===== src/hdl/fma_pkg.sv =====
// Shared stage records and a helper function of the binary32 fused multiply-add.
`default_nettype none
package fma_pkg;

  localparam logic [31:0] QNAN_BITS = 32'h7FC0_0000;
  localparam logic [31:0] INF_BITS  = 32'h7F80_0000;

  typedef struct packed {
    logic               spec;
    logic [31:0]        spec_val;
    logic               last;
    logic               ps;
    logic               sc;
    logic               cz;
    logic [63:0]        pm;
    logic signed [11:0] pe;
    logic [63:0]        mc;
    logic signed [11:0] xc;
  } fma_prod_t;

  typedef struct packed {
    logic               spec;
    logic [31:0]        spec_val;
    logic               last;
    logic               sign;
    logic [63:0]        x;
    logic signed [11:0] e;
  } fma_sum_t;

  // Count of leading zeros of a 64-bit word; 64 when the word is zero.
  function automatic logic [6:0] lzc64(input logic [63:0] v);
    logic [6:0] n;
    n = 7'd64;
    for (int i = 0; i < 64; i++) begin
      if (v[i]) begin
        n = 7'(63 - i);
      end
    end
    return n;
  endfunction

endpackage
`default_nettype wire


===== src/hdl/fp32_fused_multiply_add.sv =====
// Top level of the pipelined binary32 fused multiply-add.
// The input channel (s_*) carries one operand triple per item: mult_a, mult_b
// and addend as binary32 bit patterns, with s_tlast marking the last element.
// The output channel (m_*) returns mult_a * mult_b + addend rounded once to
// nearest even, with subnormals kept and NaN results as the default quiet NaN;
// m_tlast is the copy of s_tlast for that item.
// The pipeline has six register stages. One item can be accepted in every cycle
// in which the output stage is not stalled.
// All stages advance together; a stage holds its item when the output stage
// is full and m_tready is low, and s_tready then drops in the same cycle, so
// nothing is lost or repeated under backpressure.
// Reset clears the valid bits of all stages; no result is pending afterward.
// The block keeps no state between items.
`default_nettype none
module fp32_fused_multiply_add import fma_pkg::*; (
  input  wire logic        clk,
  input  wire logic        rst,
  input  wire logic        s_tvalid,
  output logic             s_tready,
  input  wire logic [95:0] s_tdata,  // mult_a, mult_b, addend
  input  wire logic        s_tlast,  // last_in
  output logic             m_tvalid,
  input  wire logic        m_tready,
  output logic [31:0]      m_tdata,  // sum_out
  output logic             m_tlast   // last_out
);

  logic      en;
  logic      v2, v4;
  fma_prod_t prod;
  fma_sum_t  sum;

  assign en       = !m_tvalid || m_tready;
  assign s_tready = en;

  fma_mul u_mul (
    .clk       (clk),
    .rst       (rst),
    .en        (en),
    .in_valid  (s_tvalid),
    .mult_a    (s_tdata[31:0]),
    .mult_b    (s_tdata[63:32]),
    .addend    (s_tdata[95:64]),
    .last_in   (s_tlast),
    .out_valid (v2),
    .prod      (prod)
  );

  fma_add u_add (
    .clk       (clk),
    .rst       (rst),
    .en        (en),
    .in_valid  (v2),
    .prod      (prod),
    .out_valid (v4),
    .sum       (sum)
  );

  fma_round u_round (
    .clk       (clk),
    .rst       (rst),
    .en        (en),
    .in_valid  (v4),
    .sum       (sum),
    .out_valid (m_tvalid),
    .result    (m_tdata),
    .last_out  (m_tlast)
  );

endmodule
`default_nettype wire


===== src/hdl/fma_mul.sv =====
// Operand unpacking, special-case decode, significand product and normalization.
`default_nettype none
module fma_mul import fma_pkg::*; (
  input  wire logic        clk,
  input  wire logic        rst,
  input  wire logic        en,
  input  wire logic        in_valid,
  input  wire logic [31:0] mult_a,
  input  wire logic [31:0] mult_b,
  input  wire logic [31:0] addend,
  input  wire logic        last_in,
  output logic             out_valid,
  output fma_prod_t        prod
);

  logic [7:0]         ea, eb, ec;
  logic [23:0]        ma, mb, mc;
  logic signed [11:0] xa, xb, xc;
  logic               a_nan, b_nan, c_nan, a_inf, b_inf, c_inf, ps, pz;
  logic [6:0]         lzm;
  logic               spec_s1;
  logic [31:0]        val_s1;

  logic               v1;
  logic               spec1, last1, ps1, sc1, cz1;
  logic [31:0]        val1;
  logic [47:0]        pm1;
  logic signed [11:0] pe1, xc1;
  logic [63:0]        mc1;
  logic [6:0]         lzp;
  logic [6:0]         shp;

  always_comb begin
    ea = mult_a[30:23];
    eb = mult_b[30:23];
    ec = addend[30:23];
    ma = {|ea, mult_a[22:0]};
    mb = {|eb, mult_b[22:0]};
    mc = {|ec, addend[22:0]};
    xa = (ea == 8'd0) ? -12'sd149 : $signed({4'b0, ea}) - 12'sd150;
    xb = (eb == 8'd0) ? -12'sd149 : $signed({4'b0, eb}) - 12'sd150;
    xc = (ec == 8'd0) ? -12'sd149 : $signed({4'b0, ec}) - 12'sd150;
    a_nan = (ea == 8'hFF) && (mult_a[22:0] != 23'd0);
    b_nan = (eb == 8'hFF) && (mult_b[22:0] != 23'd0);
    c_nan = (ec == 8'hFF) && (addend[22:0] != 23'd0);
    a_inf = (ea == 8'hFF) && !a_nan;
    b_inf = (eb == 8'hFF) && !b_nan;
    c_inf = (ec == 8'hFF) && !c_nan;
    ps = mult_a[31] ^ mult_b[31];
    pz = (ma == 24'd0) || (mb == 24'd0);
    lzm = lzc64({mc, 40'd0});
    spec_s1 = 1'b1;
    val_s1 = 32'd0;
    if (a_nan || b_nan || c_nan) begin
      val_s1 = QNAN_BITS;
    end else if (a_inf || b_inf) begin
      if ((a_inf && mult_b[30:0] == 31'd0) || (b_inf && mult_a[30:0] == 31'd0)) begin
        val_s1 = QNAN_BITS;
      end else if (c_inf && addend[31] != ps) begin
        val_s1 = QNAN_BITS;
      end else begin
        val_s1 = {ps, INF_BITS[30:0]};
      end
    end else if (c_inf) begin
      val_s1 = addend;
    end else if (pz) begin
      val_s1 = (mc == 24'd0) ? {ps & addend[31], 31'd0} : addend;
    end else begin
      spec_s1 = 1'b0;
    end
  end

  always_ff @(posedge clk) begin
    if (rst) begin
      v1 <= 1'b0;
    end else if (en) begin
      v1 <= in_valid;
    end
    if (en) begin
      spec1 <= spec_s1;
      val1  <= val_s1;
      last1 <= last_in;
      ps1   <= ps;
      sc1   <= addend[31];
      cz1   <= (mc == 24'd0);
      pm1   <= ma * mb;
      pe1   <= xa + xb;
      mc1   <= {40'd0, mc} << (lzm + 7'd38);
      xc1   <= xc - $signed({5'd0, lzm}) - 12'sd38;
    end
  end

  always_comb begin
    lzp = lzc64({16'd0, pm1});
    shp = lzp - 7'd2;
  end

  always_ff @(posedge clk) begin
    if (rst) begin
      out_valid <= 1'b0;
    end else if (en) begin
      out_valid <= v1;
    end
    if (en) begin
      prod.spec     <= spec1;
      prod.spec_val <= val1;
      prod.last     <= last1;
      prod.ps       <= ps1;
      prod.sc       <= sc1;
      prod.cz       <= cz1;
      prod.pm       <= {16'd0, pm1} << shp[5:0];
      prod.pe       <= pe1 - $signed({5'd0, shp});
      prod.mc       <= mc1;
      prod.xc       <= xc1;
    end
  end

endmodule
`default_nettype wire


===== src/hdl/fma_add.sv =====
// Operand ordering, alignment shift with sticky bit, and the wide add or subtract.
`default_nettype none
module fma_add import fma_pkg::*; (
  input  wire logic      clk,
  input  wire logic      rst,
  input  wire logic      en,
  input  wire logic      in_valid,
  input  wire fma_prod_t prod,
  output logic           out_valid,
  output fma_sum_t       sum
);

  logic               swap;
  logic [63:0]        big_s, small_s;
  logic signed [11:0] d_s;
  logic [63:0]        shifted;
  logic               lost_s;

  logic               v3, spec3, last3, sign3, sub3, lost3;
  logic [31:0]        val3;
  logic [63:0]        big3, small3;
  logic signed [11:0] e3;
  logic [63:0]        x4;

  always_comb begin
    swap = !prod.cz && ((prod.xc > prod.pe) || (prod.xc == prod.pe && prod.mc > prod.pm));
    big_s   = swap ? prod.mc : prod.pm;
    small_s = prod.cz ? 64'd0 : (swap ? prod.pm : prod.mc);
    d_s     = swap ? (prod.xc - prod.pe) : (prod.pe - prod.xc);
    if (d_s >= 12'sd64) begin
      shifted = 64'd0;
      lost_s  = (small_s != 64'd0);
    end else begin
      shifted = small_s >> d_s[5:0];
      lost_s  = (small_s & ((64'd1 << d_s[5:0]) - 64'd1)) != 64'd0;
    end
  end

  always_ff @(posedge clk) begin
    if (rst) begin
      v3 <= 1'b0;
    end else if (en) begin
      v3 <= in_valid;
    end
    if (en) begin
      spec3  <= prod.spec;
      val3   <= prod.spec_val;
      last3  <= prod.last;
      sign3  <= swap ? prod.sc : prod.ps;
      sub3   <= (prod.sc != prod.ps) && !prod.cz;
      big3   <= big_s;
      small3 <= shifted;
      lost3  <= lost_s;
      e3     <= swap ? prod.xc : prod.pe;
    end
  end

  always_comb begin
    if (sub3) begin
      x4 = big3 - small3 - {63'd0, lost3};
    end else begin
      x4 = big3 + small3;
    end
  end

  always_ff @(posedge clk) begin
    if (rst) begin
      out_valid <= 1'b0;
    end else if (en) begin
      out_valid <= v3;
    end
    if (en) begin
      sum.last <= last3;
      sum.sign <= sign3;
      sum.x    <= x4 | {63'd0, lost3};
      sum.e    <= e3;
      if (spec3) begin
        sum.spec     <= 1'b1;
        sum.spec_val <= val3;
      end else begin
        sum.spec     <= sub3 && (x4 == 64'd0) && !lost3;
        sum.spec_val <= 32'd0;
      end
    end
  end

endmodule
`default_nettype wire


===== src/hdl/fma_round.sv =====
// Normalization, round to nearest even, subnormal and overflow handling, packing.
`default_nettype none
module fma_round import fma_pkg::*; (
  input  wire logic        clk,
  input  wire logic        rst,
  input  wire logic        en,
  input  wire logic        in_valid,
  input  wire fma_sum_t    sum,
  output logic             out_valid,
  output logic [31:0]      result,
  output logic             last_out
);

  logic [6:0]         lz;
  logic signed [11:0] bexp;
  logic signed [11:0] sh_s;

  logic               v5, spec5, last5, sign5, zero5;
  logic [31:0]        val5;
  logic [63:0]        sn5;
  logic [6:0]         sh5;
  logic [11:0]        base5;

  logic [6:0]         shm1;
  logic [23:0]        mant;
  logic               rbit, stk, up;
  logic [35:0]        bits;
  logic [31:0]        packed_val;

  always_comb begin
    lz   = lzc64(sum.x);
    bexp = sum.e - $signed({5'd0, lz}) + 12'sd190;
    sh_s = (bexp >= 12'sd1) ? 12'sd40 : (12'sd41 - bexp);
  end

  always_ff @(posedge clk) begin
    if (rst) begin
      v5 <= 1'b0;
    end else if (en) begin
      v5 <= in_valid;
    end
    if (en) begin
      spec5 <= sum.spec;
      val5  <= sum.spec_val;
      last5 <= sum.last;
      sign5 <= sum.sign;
      sn5   <= sum.x << lz[5:0];
      zero5 <= sh_s > 12'sd64;
      sh5   <= (sh_s > 12'sd64) ? 7'd64 : sh_s[6:0];
      base5 <= (bexp >= 12'sd1) ? 12'(bexp - 12'sd1) : 12'd0;
    end
  end

  always_comb begin
    shm1 = sh5 - 7'd1;
    mant = (sh5 == 7'd64) ? 24'd0 : 24'(sn5 >> sh5[5:0]);
    rbit = sn5[shm1[5:0]];
    stk  = (sn5 & ((64'd1 << shm1[5:0]) - 64'd1)) != 64'd0;
    up   = rbit && (stk || mant[0]);
    bits = {1'b0, base5, 23'd0} + {12'd0, mant} + {35'd0, up};
    if (bits >= {4'd0, INF_BITS}) begin
      bits = {4'd0, INF_BITS};
    end
    if (spec5) begin
      packed_val = val5;
    end else if (zero5) begin
      packed_val = {sign5, 31'd0};
    end else begin
      packed_val = {sign5, bits[30:0]};
    end
  end

  always_ff @(posedge clk) begin
    if (rst) begin
      out_valid <= 1'b0;
    end else if (en) begin
      out_valid <= v5;
    end
    if (en) begin
      result   <= packed_val;
      last_out <= last5;
    end
  end

endmodule
`default_nettype wire


===== config.mk =====
export PLATFORM = sky130hd
export DESIGN_NAME = fp32_fused_multiply_add
export DESIGN_NICKNAME = d
export VERILOG_FILES = /design/src/hdl/fma_pkg.sv /design/src/hdl/fp32_fused_multiply_add.sv /design/src/hdl/fma_mul.sv /design/src/hdl/fma_add.sv /design/src/hdl/fma_round.sv
export SDC_FILE = /design/constraint.sdc
export NUM_CORES = 2
export LEC_CHECK = 0
export ABC_AREA = 1
export BUFFER_PORTS_ARGS = -buffer_cell sky130_fd_sc_hd__buf_4
export CORE_MARGIN = 10
export CORE_UTILIZATION = 45
export DETAILED_ROUTE_END_ITERATION = 6
export PLACE_DENSITY = 0.71
export SLEW_MARGIN = 20
export SYNTH_ARGS = -nofsm -noshare
export SYNTH_HDL_FRONTEND = slang
export SYNTH_HIERARCHICAL = 1
export SYNTH_SLANG_ARGS = --single-unit

===== constraint.sdc =====
create_clock -name clk -period 20.5 [get_ports clk]
set_clock_uncertainty 0.1 [all_clocks]
set_input_delay 2.05 -clock clk [delete_from_list [all_inputs] [get_ports clk]]
set_output_delay 2.05 -clock clk [all_outputs]
set_load 0.005 [all_outputs]

==> metrics <==
Max Fanout on Critical Path 25; CP peak stage delay 0.57 ns; Critical Path RT 20.87 ns; Worst-Margin Slew 1.13 ns; commonest non-fill, non-tap cell in the layout nand2_1; Arrival @ worst endpoint 9.40 ns; starting density of the core 45.2%; TritonCTS sink count 808; Total Routing Usage GR 25.6%; crit share post-route 44.1%; clk buf depth 3; Yosys warning total 6; first-pass GRT wire length 425,000 um; Die Ht 457 um; Max Cap Viol 0; total grt overflow 0; Die ar. 209,000 sq um; worst-skew pair later-pin latency 0.75 ns; total negative setup slack 0 ns; port buffer count 135; failing checks DRC; relative slew slack 23.8%; IO Pins 136; Final Instance Count excl. Fillers 14,200; critical path class input pin to register; Hold Buf Count CTS 0; Antenna Nets Post-Route 0; Inst Count DP 14,100; cell area after synthesis 85,900 sq um; Routability Congestion 1.00; largest area contributor in the netlist edfxtp_1; post-synth top area share 28.0%; Pre-antenna DRT Iters 7; largest net degree at the start of global routing 110; final setup vio count 0; Yosys reg bits 808; Seq/Total Area, Yosys 28.2%; share of cells above drive strength 1 4.73%; Max Freq 111 MHz; syn avg cell area 7.26 sq um; final wirelength 278,000 um; Die X 457 um; critical path's slowest cell fa_1; crit path buf inv count 3; CTS root buf clkbuf_16; number of cell rows 160; min cycle time layout 9.03 ns; CTS resizes 0; CP endpoint kind register; EDFF count, synth 802; initial antenna violation count 2; core area 190,000 sq um; DP HPWL 222,000 um; drc violations 4; Hold Vio Cnt, Final 0; count of distinct cell types in the synthesized netlist 83; H-tree levels 3; Area contributors post-synth edfxtp_1 28%, nand2_1 12%, fa_1 11%; cell count after synthesis 11,800; Vias 79,000; Primary FF master, synth edfxtp_1; P&R area growth vs syn 6.55%; number of global-route vias before repair 74,100; DR iter-0 viols 8,404; most frequent cells in the layout 2,839 x nand2_1, 1,932 x inv_1, 1,295 x nand3_1; CTS tree built; number of post-CTS setup repair buffers 0; Slew Viols, Final 0; Vias/cell 5.55; RSZ-0062 raised after global routing no; outcome finished with violations; CTS Buf Count 86; Post-synth ARST share 0%; class of the worst hold path register to register; nets 12,700; Worst-path clk slew 0.06 ns; CP delay by family, top adder cells; startpoint types input pin; post-DR wirelength/cell 19.5 um
sequential cells by signal, summed over array words and instances, names as in the netlist, 32 cells and up:
name            count
u_mul/pm1          48
u_round/result     32
u_mul/mc1          64
u_mul/prod        189
u_mul/val1         32
u_round/sn5        64
u_add/val3         32
u_round/val5       32
u_add/sum         111
u_add/big3         64
u_add/small3       64
metal layers:
layer,share of wire (%),wire length [um],global-route usage (%),up-vias
li1,-,-,-,38100
met1,42,117000,33.9,37000
met2,46,127000,41.8,3241
met3,7.3,20200,3.04,620
met4,5.2,14500,11.7,0
met5,0,0,0,-
logic make-up (layout without fill, tap and decap cells):
kind of cell / count (synthesis) / count (layout) / share of synthesized area [%]
other: 2 / 37 / 0.00874
muxes: 100 / 100 / 1.17
AOI/OAI and AO/OA: 1676 / 1676 / 10.9
xor gates and xnor gates: 164 / 164 / 1.69
DFF: 808 / 808 / 28.2
adders and majority gates: 1003 / 1003 / 18.9
and+or+nand+nor: 5575 / 5575 / 27.9
buffers and inverters: 2504 / 2350 / 11.3
area by class of cell:
class | instances | area (sq um)
Tap cell | 2511 | 3140
Inverter | 1980 | 7440
Clock inverter | 50 | 682
Multi-Input combinational cell | 8554 | 52200
Sequential cell | 808 | 24200
Clock buffer | 107 | 2240
Fill cell | 18900 | 98500
Timing Repair Buffer | 213 | 1600
Antenna cell | 1 | 2.50
path summary, 6_finish.rpt:
| check | from | end | slack [ns] | cells after the start |
|---|---|---|---|---|
| setup / recovery | s_tdata[11] | u_mul/pm1[46] | 11.47 | 33 |
| hold reg to reg | u_add/sum[110] | u_round/spec5 | 0.27 | 0 |
| setup reg to reg | u_add/sum[14] | u_round/sh5[1] | 11.91 | 87 |
| hold / removal | u_add/sum[110] | u_round/spec5 | 0.27 | 0 |
stage by stage:
step / hold WS [ns] / utilization (%) / area (sq um) / setup slack (ns)
finish: 0.275 / 48.2 / 91500 / 11.47
global route: 0.274 / 48.2 / 91500 / 10.87
CTS: 0.267 / 48.2 / 91500 / 11.57
detailed placement: 0.305 / 46.6 / 88600 / 10.76
global placement: 0.300 / 46.6 / 88600 / 10.87
floorplan: 0.300 / - / 86000 / 6.75
synth_stat cells, types with 15 or more instances:
cell type and number:
a211oi_1 16, a21boi_0 15, a21o_1 18, a21oi_1 456
a31oi_1 51, buf_1 78, buf_2 69, buf_6 16
clkbuf_1 346, edfxtp_1 802, fa_1 491, ha_1 512
inv_1 1933, inv_2 38, mux2i_1 98, nand2_1 2845
nand2_2 24, nand3_1 1295, nand3b_1 17, nand4_1 141
nor2_1 930, nor2_2 30, nor3_1 124, nor4_1 74
o211ai_1 61, o21a_1 31, o21ai_0 834, o21ai_1 20
o22ai_1 48, o31ai_1 21, or2_2 30, xnor2_1 45
xor2_1 117
Power is left out: the tool's default activity adds up to more than one toggle a clock period on the data nets, which glitch-free logic cannot reach.
